<file path="src/rtl/ftws_pkg.sv">
`default_nettype none
// ----------------------------------------------------------------------------
// ftws_pkg
// Shared widths, codes and controller/datapath handshake types for the
// frame time window statistics block.
// ----------------------------------------------------------------------------
package ftws_pkg;

  localparam int unsigned MS_W    = 10;
  localparam int unsigned FRAME_W = 16;

  localparam logic [MS_W-1:0] MS_MIN = 10'd1;
  localparam logic [MS_W-1:0] MS_MAX = 10'd1000;

  localparam logic CMD_CLEAR  = 1'b0;
  localparam logic CMD_RECORD = 1'b1;

  typedef enum logic [1:0] {
    DIV_AVG,
    DIV_BEST,
    DIV_WORST
  } div_sel_t;

  typedef struct packed {
    logic     load;
    logic     div_start;
    div_sel_t div_sel;
    logic     out_load;
  } ftws_cmd_t;

  typedef struct packed {
    logic walk_done;
    logic div_done;
  } ftws_sts_t;

endpackage
`default_nettype wire

</file>
<file path="src/rtl/ftws_in_if.sv">
`default_nettype none
// ----------------------------------------------------------------------------
// ftws_in_if
// Input channel: one frame command per transfer.
// ----------------------------------------------------------------------------
interface ftws_in_if import ftws_pkg::*; ();
  logic               valid;
  logic               ready;
  logic               cmd;
  logic [FRAME_W-1:0] frame_ms;

  modport source (output valid, output cmd, output frame_ms, input ready);
  modport sink (input valid, input cmd, input frame_ms, output ready);
endinterface
`default_nettype wire

</file>
<file path="src/rtl/ftws_out_if.sv">
`default_nettype none
// ----------------------------------------------------------------------------
// ftws_out_if
// Result channel: window statistics, one transfer per command.
// ----------------------------------------------------------------------------
interface ftws_out_if import ftws_pkg::*; ();
  logic            valid;
  logic            ready;
  logic [MS_W-1:0] avg_rate;
  logic [MS_W-1:0] best_excess;
  logic [MS_W-1:0] worst_deficit;
  logic [MS_W-1:0] newest_ms;

  modport source (
    output valid, output avg_rate, output best_excess,
    output worst_deficit, output newest_ms, input ready
  );
  modport sink (
    input valid, input avg_rate, input best_excess,
    input worst_deficit, input newest_ms, output ready
  );
endinterface
`default_nettype wire

</file>
<file path="src/rtl/ftws_div.sv">
`default_nettype none
// ----------------------------------------------------------------------------
// ftws_div
// Restoring unsigned divider, one quotient bit per cycle.
// ----------------------------------------------------------------------------
module ftws_div import ftws_pkg::*; #(
  parameter int unsigned W = 16
) (
  input  wire logic         clk,
  input  wire logic         rst_n,
  input  wire logic         start,
  input  wire logic [W-1:0] num,
  input  wire logic [W-1:0] den,
  output logic              done,
  output logic [W-1:0]      quo
);

  localparam int unsigned CW = $clog2(W + 1);

  logic [W-1:0]  rem_r;
  logic [W-1:0]  q_r;
  logic [W-1:0]  den_r;
  logic [CW-1:0] cnt_r;
  logic          busy_r;
  logic          done_r;

  logic [W:0]    shifted;
  logic [W:0]    diff;
  logic          fits;

  assign shifted = {rem_r, q_r[W-1]};
  assign diff    = shifted - {1'b0, den_r};
  assign fits    = shifted >= {1'b0, den_r};

  always_ff @(posedge clk) begin
    if (!rst_n) begin
      busy_r <= 1'b0;
      done_r <= 1'b0;
      cnt_r  <= '0;
    end else begin
      done_r <= 1'b0;
      if (start && !busy_r) begin
        busy_r <= 1'b1;
        cnt_r  <= CW'(W);
      end else if (busy_r) begin
        cnt_r <= cnt_r - 1'b1;
        if (cnt_r == CW'(1)) begin
          busy_r <= 1'b0;
          done_r <= 1'b1;
        end
      end
    end
  end

  always_ff @(posedge clk) begin
    if (start && !busy_r) begin
      rem_r <= '0;
      q_r   <= num;
      den_r <= den;
    end else if (busy_r) begin
      rem_r <= fits ? diff[W-1:0] : shifted[W-1:0];
      q_r   <= {q_r[W-2:0], fits};
    end
  end

  assign done = done_r;
  assign quo  = q_r;

endmodule
`default_nettype wire

</file>
<file path="src/rtl/ftws_dp.sv">
`default_nettype none
// ----------------------------------------------------------------------------
// ftws_dp
// Datapath: frame ring memory, window walk (sum, min, max), shared divider
// and result registers.
// ----------------------------------------------------------------------------
module ftws_dp import ftws_pkg::*; #(
  parameter int unsigned DEPTH = 60
) (
  input  wire logic               clk,
  input  wire logic               rst_n,
  input  wire ftws_cmd_t          cmd_i,
  input  wire logic               in_cmd,
  input  wire logic [FRAME_W-1:0] in_frame_ms,
  output ftws_sts_t               sts_o,
  output logic [MS_W-1:0]         avg_rate,
  output logic [MS_W-1:0]         best_excess,
  output logic [MS_W-1:0]         worst_deficit,
  output logic [MS_W-1:0]         newest_ms
);

  localparam int unsigned AW  = $clog2(DEPTH);
  localparam int unsigned NUM = 1000 * DEPTH;
  localparam int unsigned TW  = $clog2(NUM + 1);

  logic [MS_W-1:0]  mem [DEPTH];
  logic [DEPTH-1:0] valid_r;
  logic [AW-1:0]    wpos_r;
  logic [MS_W-1:0]  newest_r;

  logic [AW-1:0]    addr_r;
  logic             issue_r;
  logic             rd_pend_r;
  logic             rd_last_r;
  logic [MS_W-1:0]  rd_data_r;
  logic             rd_valid_r;

  logic [TW-1:0]    total_r;
  logic [MS_W-1:0]  min_r;
  logic [MS_W-1:0]  max_r;

  logic [TW-1:0]    avg_q_r;
  logic [TW-1:0]    best_q_r;
  logic [TW-1:0]    worst_q_r;

  logic [MS_W-1:0]  out_avg_r;
  logic [MS_W-1:0]  out_best_r;
  logic [MS_W-1:0]  out_worst_r;
  logic [MS_W-1:0]  out_newest_r;

  logic [MS_W-1:0]  clamped;
  logic [MS_W-1:0]  entry;
  logic             addr_last;
  logic [TW-1:0]    div_num;
  logic [TW-1:0]    div_den;
  logic             div_done;
  logic [TW-1:0]    div_quo;

  always_comb begin
    priority if (in_frame_ms == '0) begin
      clamped = MS_MIN;
    end else if (in_frame_ms > FRAME_W'(MS_MAX)) begin
      clamped = MS_MAX;
    end else begin
      clamped = in_frame_ms[MS_W-1:0];
    end
  end

  assign addr_last = addr_r == AW'(DEPTH - 1);
  assign entry     = rd_valid_r ? rd_data_r : MS_MIN;

  // ring state
  always_ff @(posedge clk) begin
    if (!rst_n) begin
      valid_r  <= '0;
      wpos_r   <= '0;
      newest_r <= MS_MIN;
    end else if (cmd_i.load) begin
      if (in_cmd == CMD_CLEAR) begin
        valid_r  <= '0;
        wpos_r   <= '0;
        newest_r <= MS_MIN;
      end else begin
        valid_r[wpos_r] <= 1'b1;
        wpos_r          <= (wpos_r == AW'(DEPTH - 1)) ? '0 : wpos_r + 1'b1;
        newest_r        <= clamped;
      end
    end
  end

  always_ff @(posedge clk) begin
    if (cmd_i.load && in_cmd == CMD_RECORD) begin
      mem[wpos_r] <= clamped;
    end
    rd_data_r  <= mem[addr_r];
    rd_valid_r <= valid_r[addr_r];
  end

  // window walk
  always_ff @(posedge clk) begin
    if (!rst_n) begin
      issue_r   <= 1'b0;
      rd_pend_r <= 1'b0;
      rd_last_r <= 1'b0;
      addr_r    <= '0;
    end else begin
      rd_pend_r <= issue_r;
      rd_last_r <= issue_r && addr_last;
      if (cmd_i.load) begin
        issue_r <= 1'b1;
        addr_r  <= '0;
      end else if (issue_r) begin
        if (addr_last) begin
          issue_r <= 1'b0;
        end else begin
          addr_r <= addr_r + 1'b1;
        end
      end
    end
  end

  always_ff @(posedge clk) begin
    if (cmd_i.load) begin
      total_r <= '0;
      min_r   <= MS_MAX;
      max_r   <= MS_MIN;
    end else if (rd_pend_r) begin
      total_r <= total_r + TW'(entry);
      if (entry < min_r) begin
        min_r <= entry;
      end
      if (entry > max_r) begin
        max_r <= entry;
      end
    end
  end

  // shared divider
  always_comb begin
    unique case (cmd_i.div_sel)
      DIV_AVG: begin
        div_num = TW'(NUM);
        div_den = total_r;
      end
      DIV_BEST: begin
        div_num = TW'(MS_MAX);
        div_den = TW'(min_r);
      end
      DIV_WORST: begin
        div_num = TW'(MS_MAX);
        div_den = TW'(max_r);
      end
      default: begin
        div_num = TW'(MS_MAX);
        div_den = TW'(MS_MAX);
      end
    endcase
  end

  ftws_div #(.W(TW)) u_div (
    .clk   (clk),
    .rst_n (rst_n),
    .start (cmd_i.div_start),
    .num   (div_num),
    .den   (div_den),
    .done  (div_done),
    .quo   (div_quo)
  );

  always_ff @(posedge clk) begin
    if (div_done) begin
      unique case (cmd_i.div_sel)
        DIV_AVG:   avg_q_r   <= div_quo;
        DIV_BEST:  best_q_r  <= div_quo;
        DIV_WORST: worst_q_r <= div_quo;
        default:   avg_q_r   <= div_quo;
      endcase
    end
  end

  // result register
  always_ff @(posedge clk) begin
    if (cmd_i.out_load) begin
      out_avg_r    <= avg_q_r[MS_W-1:0];
      out_best_r   <= best_q_r[MS_W-1:0] - avg_q_r[MS_W-1:0];
      out_worst_r  <= avg_q_r[MS_W-1:0] - worst_q_r[MS_W-1:0];
      out_newest_r <= newest_r;
    end
  end

  assign sts_o.walk_done = rd_pend_r && rd_last_r;
  assign sts_o.div_done  = div_done;

  assign avg_rate      = out_avg_r;
  assign best_excess   = out_best_r;
  assign worst_deficit = out_worst_r;
  assign newest_ms     = out_newest_r;

endmodule
`default_nettype wire

</file>
<file path="src/rtl/ftws_ctrl.sv">
`default_nettype none
// ----------------------------------------------------------------------------
// ftws_ctrl
// Controller: sequences ring update, window walk, three divisions and the
// result transfer.
// ----------------------------------------------------------------------------
module ftws_ctrl import ftws_pkg::*; (
  input  wire logic      clk,
  input  wire logic      rst_n,
  input  wire logic      in_valid,
  output logic           in_ready,
  output logic           out_valid,
  input  wire logic      out_ready,
  input  wire ftws_sts_t sts_i,
  output ftws_cmd_t      cmd_o
);

  typedef enum logic [2:0] {
    S_IDLE,
    S_WALK,
    S_DIV_AVG,
    S_DIV_BEST,
    S_DIV_WORST,
    S_DONE
  } state_t;

  state_t   state_r;
  state_t   state_nxt;
  logic     in_ready_r;
  logic     in_ready_nxt;
  logic     out_valid_r;
  logic     out_valid_nxt;
  logic     div_start_r;
  logic     div_start_nxt;
  div_sel_t div_sel_r;
  div_sel_t div_sel_nxt;

  logic     load;
  logic     out_load;

  assign load     = in_valid && in_ready_r;
  assign out_load = (state_r == S_DONE) && (!out_valid_r || out_ready);

  always_comb begin
    state_nxt     = state_r;
    in_ready_nxt  = in_ready_r;
    out_valid_nxt = out_valid_r && !out_ready;
    div_start_nxt = 1'b0;
    div_sel_nxt   = div_sel_r;
    unique case (state_r)
      S_IDLE: begin
        if (load) begin
          in_ready_nxt = 1'b0;
          state_nxt    = S_WALK;
        end else begin
          in_ready_nxt = 1'b1;
        end
      end
      S_WALK: begin
        if (sts_i.walk_done) begin
          div_start_nxt = 1'b1;
          div_sel_nxt   = DIV_AVG;
          state_nxt     = S_DIV_AVG;
        end
      end
      S_DIV_AVG: begin
        if (sts_i.div_done) begin
          div_start_nxt = 1'b1;
          div_sel_nxt   = DIV_BEST;
          state_nxt     = S_DIV_BEST;
        end
      end
      S_DIV_BEST: begin
        if (sts_i.div_done) begin
          div_start_nxt = 1'b1;
          div_sel_nxt   = DIV_WORST;
          state_nxt     = S_DIV_WORST;
        end
      end
      S_DIV_WORST: begin
        if (sts_i.div_done) begin
          state_nxt = S_DONE;
        end
      end
      S_DONE: begin
        if (out_load) begin
          out_valid_nxt = 1'b1;
          in_ready_nxt  = 1'b1;
          state_nxt     = S_IDLE;
        end
      end
      default: begin
        state_nxt = S_IDLE;
      end
    endcase
  end

  always_ff @(posedge clk) begin
    if (!rst_n) begin
      state_r     <= S_IDLE;
      in_ready_r  <= 1'b0;
      out_valid_r <= 1'b0;
      div_start_r <= 1'b0;
      div_sel_r   <= DIV_AVG;
    end else begin
      state_r     <= state_nxt;
      in_ready_r  <= in_ready_nxt;
      out_valid_r <= out_valid_nxt;
      div_start_r <= div_start_nxt;
      div_sel_r   <= div_sel_nxt;
    end
  end

  assign in_ready        = in_ready_r;
  assign out_valid       = out_valid_r;
  assign cmd_o.load      = load;
  assign cmd_o.div_start = div_start_r;
  assign cmd_o.div_sel   = div_sel_r;
  assign cmd_o.out_load  = out_load;

endmodule
`default_nettype wire

</file>
<file path="src/rtl/frame_time_window_stats.sv">
`default_nettype none
// input: one transfer at a time; the next input transfer is accepted only once
//   the result of the previous one has been loaded into the result register;
//   the pace is set by the one-entry-per-cycle ring walk and the bit-serial
//   divider shared by three divisions
// a waiting result does not block the next input transfer
// reset: synchronous, active low; ring entries read as 1 ms, write position zero
// ----------------------------------------------------------------------------
// frame_time_window_stats
// Sliding window frame-rate statistics over the last DEPTH frame times.
// ----------------------------------------------------------------------------
module frame_time_window_stats import ftws_pkg::*; #(
  parameter int unsigned DEPTH = 60
) (
  input  wire logic   clk,
  input  wire logic   rst_n,
  ftws_in_if.sink     in_chan,
  ftws_out_if.source  out_chan
);

  ftws_cmd_t cmd;
  ftws_sts_t sts;

  ftws_ctrl u_ctrl (
    .clk       (clk),
    .rst_n     (rst_n),
    .in_valid  (in_chan.valid),
    .in_ready  (in_chan.ready),
    .out_valid (out_chan.valid),
    .out_ready (out_chan.ready),
    .sts_i     (sts),
    .cmd_o     (cmd)
  );

  ftws_dp #(.DEPTH(DEPTH)) u_dp (
    .clk           (clk),
    .rst_n         (rst_n),
    .cmd_i         (cmd),
    .in_cmd        (in_chan.cmd),
    .in_frame_ms   (in_chan.frame_ms),
    .sts_o         (sts),
    .avg_rate      (out_chan.avg_rate),
    .best_excess   (out_chan.best_excess),
    .worst_deficit (out_chan.worst_deficit),
    .newest_ms     (out_chan.newest_ms)
  );

endmodule
`default_nettype wire
</file>
<file path="src/flat_wrapper.sv">
// flat-port wrapper written by rule: the top's interface ports become plain ports
module frame_time_window_stats_flat import ftws_pkg::*;
#(
  parameter int unsigned DEPTH = 60
)
  (clk, rst_n, in_chan_valid, in_chan_cmd, in_chan_frame_ms, in_chan_ready, out_chan_valid, out_chan_avg_rate, out_chan_best_excess, out_chan_worst_deficit, out_chan_newest_ms, out_chan_ready);
  ftws_in_if in_chan_i ();
  ftws_out_if out_chan_i ();
  input  wire logic clk;
  input  wire logic rst_n;
  input wire logic [$bits(in_chan_i.valid)-1:0] in_chan_valid;
  input wire logic [$bits(in_chan_i.cmd)-1:0] in_chan_cmd;
  input wire logic [$bits(in_chan_i.frame_ms)-1:0] in_chan_frame_ms;
  output wire logic [$bits(in_chan_i.ready)-1:0] in_chan_ready;
  output wire logic [$bits(out_chan_i.valid)-1:0] out_chan_valid;
  output wire logic [$bits(out_chan_i.avg_rate)-1:0] out_chan_avg_rate;
  output wire logic [$bits(out_chan_i.best_excess)-1:0] out_chan_best_excess;
  output wire logic [$bits(out_chan_i.worst_deficit)-1:0] out_chan_worst_deficit;
  output wire logic [$bits(out_chan_i.newest_ms)-1:0] out_chan_newest_ms;
  input wire logic [$bits(out_chan_i.ready)-1:0] out_chan_ready;
  assign in_chan_i.valid = in_chan_valid;
  assign in_chan_i.cmd = in_chan_cmd;
  assign in_chan_i.frame_ms = in_chan_frame_ms;
  assign in_chan_ready = in_chan_i.ready;
  assign out_chan_valid = out_chan_i.valid;
  assign out_chan_avg_rate = out_chan_i.avg_rate;
  assign out_chan_best_excess = out_chan_i.best_excess;
  assign out_chan_worst_deficit = out_chan_i.worst_deficit;
  assign out_chan_newest_ms = out_chan_i.newest_ms;
  assign out_chan_i.ready = out_chan_ready;
  frame_time_window_stats #(.DEPTH(DEPTH)) u_core (.clk(clk), .rst_n(rst_n), .in_chan(in_chan_i), .out_chan(out_chan_i));
endmodule
</file>
<file path="config.mk">
export PLATFORM = sky130hd
export DESIGN_NAME = frame_time_window_stats_flat
export DESIGN_NICKNAME = d
export VERILOG_FILES = /design/src/rtl/ftws_pkg.sv /design/src/rtl/ftws_in_if.sv /design/src/rtl/ftws_out_if.sv /design/src/rtl/ftws_div.sv /design/src/rtl/ftws_dp.sv /design/src/rtl/ftws_ctrl.sv /design/src/rtl/frame_time_window_stats.sv /design/src/flat_wrapper.sv
export SDC_FILE = /design/constraint.sdc
export NUM_CORES = 1
export LEC_CHECK = 0
export ABC_AREA = 1
export BUFFER_PORTS_ARGS = -buffer_cell sky130_fd_sc_hd__buf_2
export CORE_MARGIN = 5
export CORE_UTILIZATION = 62
export CTS_CLUSTER_SIZE = 16
export DETAILED_ROUTE_END_ITERATION = 6
export PLACE_DENSITY = 0.79
export SYNTH_ARGS = -nofsm -noshare
export SYNTH_HDL_FRONTEND = slang
export SYNTH_SLANG_ARGS = --single-unit
</file>
<file path="constraint.sdc">
create_clock -name clk -period 3 [get_ports clk]
set_input_delay 0 -clock clk [delete_from_list [all_inputs] [get_ports clk]]
set_output_delay 0 -clock clk [all_outputs]
set_load 0.02 [all_outputs]
</file>
* Word-level counts from Yosys, hierarchy flattened
Memory sizes are Yosys's and may differ from the RTL's. A register that Yosys moved wholly into a read port is not among the register bits. Index checks and enable logic that the tools add are counted.
Storage, ports and cells: bits in registers 255, latch bits 0, RAM bits 600, bits in read-only memories 0, input port bits 21, logic and storage cells 144, memories 1
Operators by class: add/subtract/negate cells 7, multipliers 0, divide/modulo/power cells 0, magnitude comparators 7, equality and inequality tests 16, shifts and indexed selects 0, muxes and demuxes 46, bitwise operators 5, reduce and logical (&&, ||, !) cells 32
Memories:
- u_core.u_dp.mem | words 60, width 10, rd ports 1, clocked after memory_dff 1, write ports 1, line ftws_dp.sv:26 | logic [MS_W-1:0] mem [DEPTH];
Operator list (count):
- 16-bit 2-to-1 mux | 4
- 60-bit 2-to-1 mux | 1
- 60-bit bitwise OR | 1
- 16-bit case mux with 3 select lines | 1
- 10-bit 2-to-1 mux | 4
- 10-bit subtractor | 2
- 3-bit 2-to-1 mux | 6
- 3-bit case mux with 6 select lines | 1
- 17-bit by 16-bit >= comparator with 1-bit output | 1
- 1-bit 2-to-1 mux | 17
- 16-bit by 10-bit adder with 16-bit output | 1
- 16-bit by 10-bit > comparator with 1-bit output (second input constant) | 1
- 16-bit logical NOT | 1
- 16-bit subtractor | 1
- 6-bit by 7-bit < comparator with 1-bit output (second input constant) | 2
- 2-bit AND reduction | 7
- 6-bit by 1-bit adder with 6-bit output (second input constant) | 2
- 6-bit equality test (second input constant) | 2
- 6-bit 2-to-1 mux | 2
- 10-bit > comparator | 1
- 10-bit < comparator | 1
- 5-bit 2-to-1 mux | 2
- 2-bit inequality test (second input constant) | 5
- 1-bit logical AND | 8
- other kinds (25) | 39

* Logic depth before layout (Yosys ltp)
depth in word-level cells 6, mapped depth 14, gate-level depth less buffers 13

* By module
Synthesis repeated with hierarchy kept, for this count alone.
Second synthesis, totals: cells, all modules 3634, area total of the unflattened synthesis 37462.2 um^2
Modules (own cells, without submodules):
- ftws_dp | instances 1, cells each 3095, area an instance 33537.2 um^2
- ftws_div | instances 1, cells each 468, area an instance 3444.6 um^2
- ftws_ctrl | instances 1, cells each 71, area an instance 480.5 um^2

* Worst setup path after synthesis
Ideal clock, no wire load.
path kind register to register, start reg u_core.u_ctrl.state_r[1], end reg u_core.u_dp.out_avg_r[0], in the netlist u_core.u_dp.avg_rate[0], enable pin, data arrival time 2.242 ns, required time 2.561 ns, path slack 0.319 ns, cell stages (with the launch flop) 4, path buffers 0, cell sequence dfxtp_1 inv_1 nand3_1 nor2_1
RTL lines:
- from (decl) | line ftws_ctrl.sv:27 | state_t state_r;
- from (signal assigned) | line ftws_ctrl.sv:106 | state_r <= state_nxt;
- to (signal assigned) | line ftws_dp.sv:184 | out_avg_r <= avg_q_r[MS_W-1:0];
- to (decl) | line ftws_dp.sv:46 | logic [MS_W-1:0] out_avg_r;

* Final worst setup path
start reg u_core.u_ctrl.in_ready_r, in the netlist u_core.u_ctrl.in_ready, end mem u_core.u_dp.mem[4][6], enable pin
Between the ends: longest elaborated chain between the ends 4
RTL lines:
- from (decl) | line ftws_ctrl.sv:29 | logic in_ready_r;
- from (signal assigned) | line ftws_ctrl.sv:107 | in_ready_r <= in_ready_nxt;
- 1-bit logical AND | line ftws_ctrl.sv:41 | assign load = in_valid && in_ready_r;
- 1-bit logical AND | line ftws_dp.sv:92 | if (cmd_i.load && in_cmd == CMD_RECORD) begin
- 1-bit 2-to-1 mux | line ftws_dp.sv:92
- 1-bit 2-to-1 mux (not written as such) | line ftws_dp.sv:93 | mem[wpos_r] <= clamped;
- to (decl) | line ftws_dp.sv:26
Every way passes these cells.

==> flow_metrics.tcl <==
set metrics [dict create \
    drtPass1Iterations 6 \
    postCtsSetupBuffers 0 \
    worstHoldStart "in_chan_frame_ms[15]" \
    clk_latency_ns 0.66 \
    cts.clk_slew.worst_paths_ns 0.07 \
    placed_area_um2 38880 \
    dp_hpwl_um 56620 \
    asyncSetResetFlopFracSynth 0 \
    cts.sinks 865 \
    syn_inst 3618 \
    syn_area_per_cell_um2 10.29 \
    met1_length_um 35230 \
    synth_area_um2 37250 \
    start_kind "flip-flop" \
    wl_per_cell_um 20.65 \
    ys_ff_latch 865 \
    via_count 27537 \
    r2r_start "u_core.u_ctrl.in_ready" \
    timing.fmax_mhz 405.0 \
    syn_nets 3714 \
    holdWs_ns 0.04654 \
    finalSetupTns_ns 0 \
    yosysMostFrequentCell "edfxtp_1" \
    drtIter0Drc 3554 \
    grt_remaining_overflow 0 \
    core_area_um2 59240 \
    cp_cell_sequence "nand2_1 -> nor2_1 -> inv_1 -> nor2_1 -> inv_1 -> nor2_1 -> buf_4" \
    final_area_um2 42180 \
    rsz0062_at_grt "no" \
    critPathBufInv 3 \
    worstSetupEndpointType "flip-flop" \
    cp_slowest_stage_delay_ns 0.47 \
    num-nets-final 3839 \
    clock_skew_ns 0.03186 \
    synth_top_area_frac 0.5660 \
    critPathArrivalTime_ns 2.81 \
    cts.path.max_buffers 3 \
    start_util 0.6287 \
    wl_met2_um 46520 \
    synthDistinctLibCells 43 \
    viasPerCell 5.999 \
    ctsResizeCount 0 \
    cp_slowest_cell "nor2_1" \
    r2r_cells 7 \
    drive_gt1_frac 0.09798 \
    n_fill_cell 4007 \
    htreeDepth 3 \
    cts_hold_buf 20 \
    crit_type "reg -> reg" \
    cts_root_buf "clkbuf_16" \
    ff2ff_setup_slack_ns 0.53 \
    leakagePower_nw 16.64 \
    ys_dominant_reg_cell "edfxtp_1" \
    tightestPinTransition_ns 0.9069 \
    cp.required_ns 3.34 \
    wl_um 94780 \
    status "finished, final reports clean" \
    cap_violations 0 \
    yosysWarnings 0 \
    antennaDiodeCount 0 \
    place_inst 4408 \
    routed-wl-met3_um 8773 \
    fin_util 0.7120 \
    synth_top_cell_by_area "edfxtp_1" \
    peakVddDrop_mv 0.6775 \
    hold_viol_final 0 \
    antenna_found_initial 0 \
    synth_edf_count 702 \
    die_w_um 255.1 \
    ios 63 \
    dieArea_um2 65080 \
    synth_common_cells "edfxtp_1, nor2_1, nand2_1" \
    rr_endpoint "u_core.u_dp.mem[4][6]" \
    min_period_ns 2.469 \
    path_common_cell "nor2_1" \
    crit_fanout 12 \
    drcViolationCount 0 \
    postRouteAntennaNets 0 \
    routed.top_layer "met4" \
    cts_buffers 86 \
    grt_usage 0.2901 \
    yosysSeqAreaShare 0.6536 \
    whs_endpoint "u_core.u_dp.newest_r[5]" \
    min_path_type "in -> reg" \
    cp_top_family "simple AND/OR/NAND/NOR gates" \
    hold_depth 5 \
    grt_pass1_wl_um 147400 \
    slew_headroom 0.3954 \
    die_y_um 255.1 \
    finalMaxSlewViolations 0 \
    p_per_area_nw_per_um2 678.9 \
    place_congestion 0.9387 \
    area_growth_pct 13.25 \
    final_cells 4590 \
    tritoncts "yes" \
    setup_viol 0 \
    grt_max_degree 126 \
    grt_pass1_vias 26705 \
    port-buffer-count 62 \
    yosys-top-cells-area "edfxtp_1, dfxtp_1, nor2_1" \
    rows 89 \
    period_share 0.8230 \
]
area by class of cell:
type / instances / area [um^2] / area share
multi-input combinational: 2292 / 10990 / 0.2606
timing repair buffer: 208 / 1669 / 0.03957
clock inverter: 55 / 730.7 / 0.01732
sequential: 865 / 24350 / 0.5773
inverter: 290 / 1097 / 0.02602
tap: 773 / 967.2 / 0.02293
clock buffer: 107 / 2371 / 0.05621
routing by layer:
metal / GRT usage / up-vias
met1: 0.3759 / 13118
met4: 0.1235 / 0
met3: 0.05050 / 295
li1: - / 12625
met2: 0.4895 / 1499
met5: 0 / -
sequential cells by signal (all words and copies together), names as in the netlist, 16 cells and up:
signal,cells
u_core.u_dp.total_r,16
u_core.u_dp.u_div.rem_r,16
u_core.u_dp.valid_r,60
u_core.u_dp.mem,600
u_core.u_dp.u_div.den_r,16
u_core.u_dp.u_div.quo,16
report_power, final:
part           switching (W)  internal, W  total (W)
Combinational        0.00247      0.00120    0.00368
Clock                0.00469      0.00681     0.0115
Sequential          0.000266       0.0132     0.0135
tightest hold or removal path, stage by stage:
cell	delay, ns
buf_2	0.08
nor3_1	0.06
nand2_1	0.19
nor2_1	0.12
o21ai_0	0.21
per-stage QoR:
stage                     total power (W)  worst slack, ns
final                             0.02863           0.5309
after global routing              0.02974           0.3190
after CTS                         0.02864           0.6550
after detailed placement          0.01725           0.6584
after global placement            0.01715           0.6904
after floorplan                   0.01623           0.3191
how the worst max path moves through the flow:
stage,start,end,slack (ns),depth (start not counted)
after global placement,u_core.u_ctrl.in_ready,u_core.u_dp.mem[4][5],0.69,7
final,u_core.u_ctrl.in_ready,u_core.u_dp.mem[4][6],0.53,7
after detailed placement,u_core.u_dp.rd_valid_r,u_core.u_dp.max_r[7],0.66,11
after CTS,u_core.u_dp.addr_r[0],u_core.u_dp.rd_data_r[5],0.66,8
after global routing,u_core.u_dp.rd_valid_r,u_core.u_dp.max_r[5],0.32,12
after floorplan,u_core.u_ctrl.state_r[1],u_core.u_dp.avg_rate[0],0.32,3
cell usage in the layout (no fill, tap or decap), types with 14 or more instances in the layout:
cell / instances
nand4_1: 14
o211ai_1: 82
nor3_1: 20
ha_1: 71
buf_2: 62
dlygate4sd3_1: 20
inv_1: 273
nand2_1: 554
clkbuf_16: 86
nand3_1: 219
nor2_1: 681
o21ai_0: 325
edfxtp_1: 702
buf_4: 109
clkinv_2: 22
xor2_1: 17
o21ai_1: 42
a21oi_1: 178
clkbuf_8: 14
buf_12: 17
o22ai_1: 18
dfxtp_1: 160
cell families (layout without fill, tap and decap cells):
logic type / count (synthesis) / in the layout / share of synthesized area
xor gates and xnor gates: 29 / 29 / 0.006819
buffers and inverters: 461 / 660 / 0.05157
and+or+nand+nor: 1527 / 1527 / 0.1660
DFF: 865 / 865 / 0.6536
adders and majority gates: 75 / 75 / 0.02600
AOI/OAI and AO/OA: 661 / 661 / 0.09608
No activity file was read; power rests on OpenSTA's default activity.
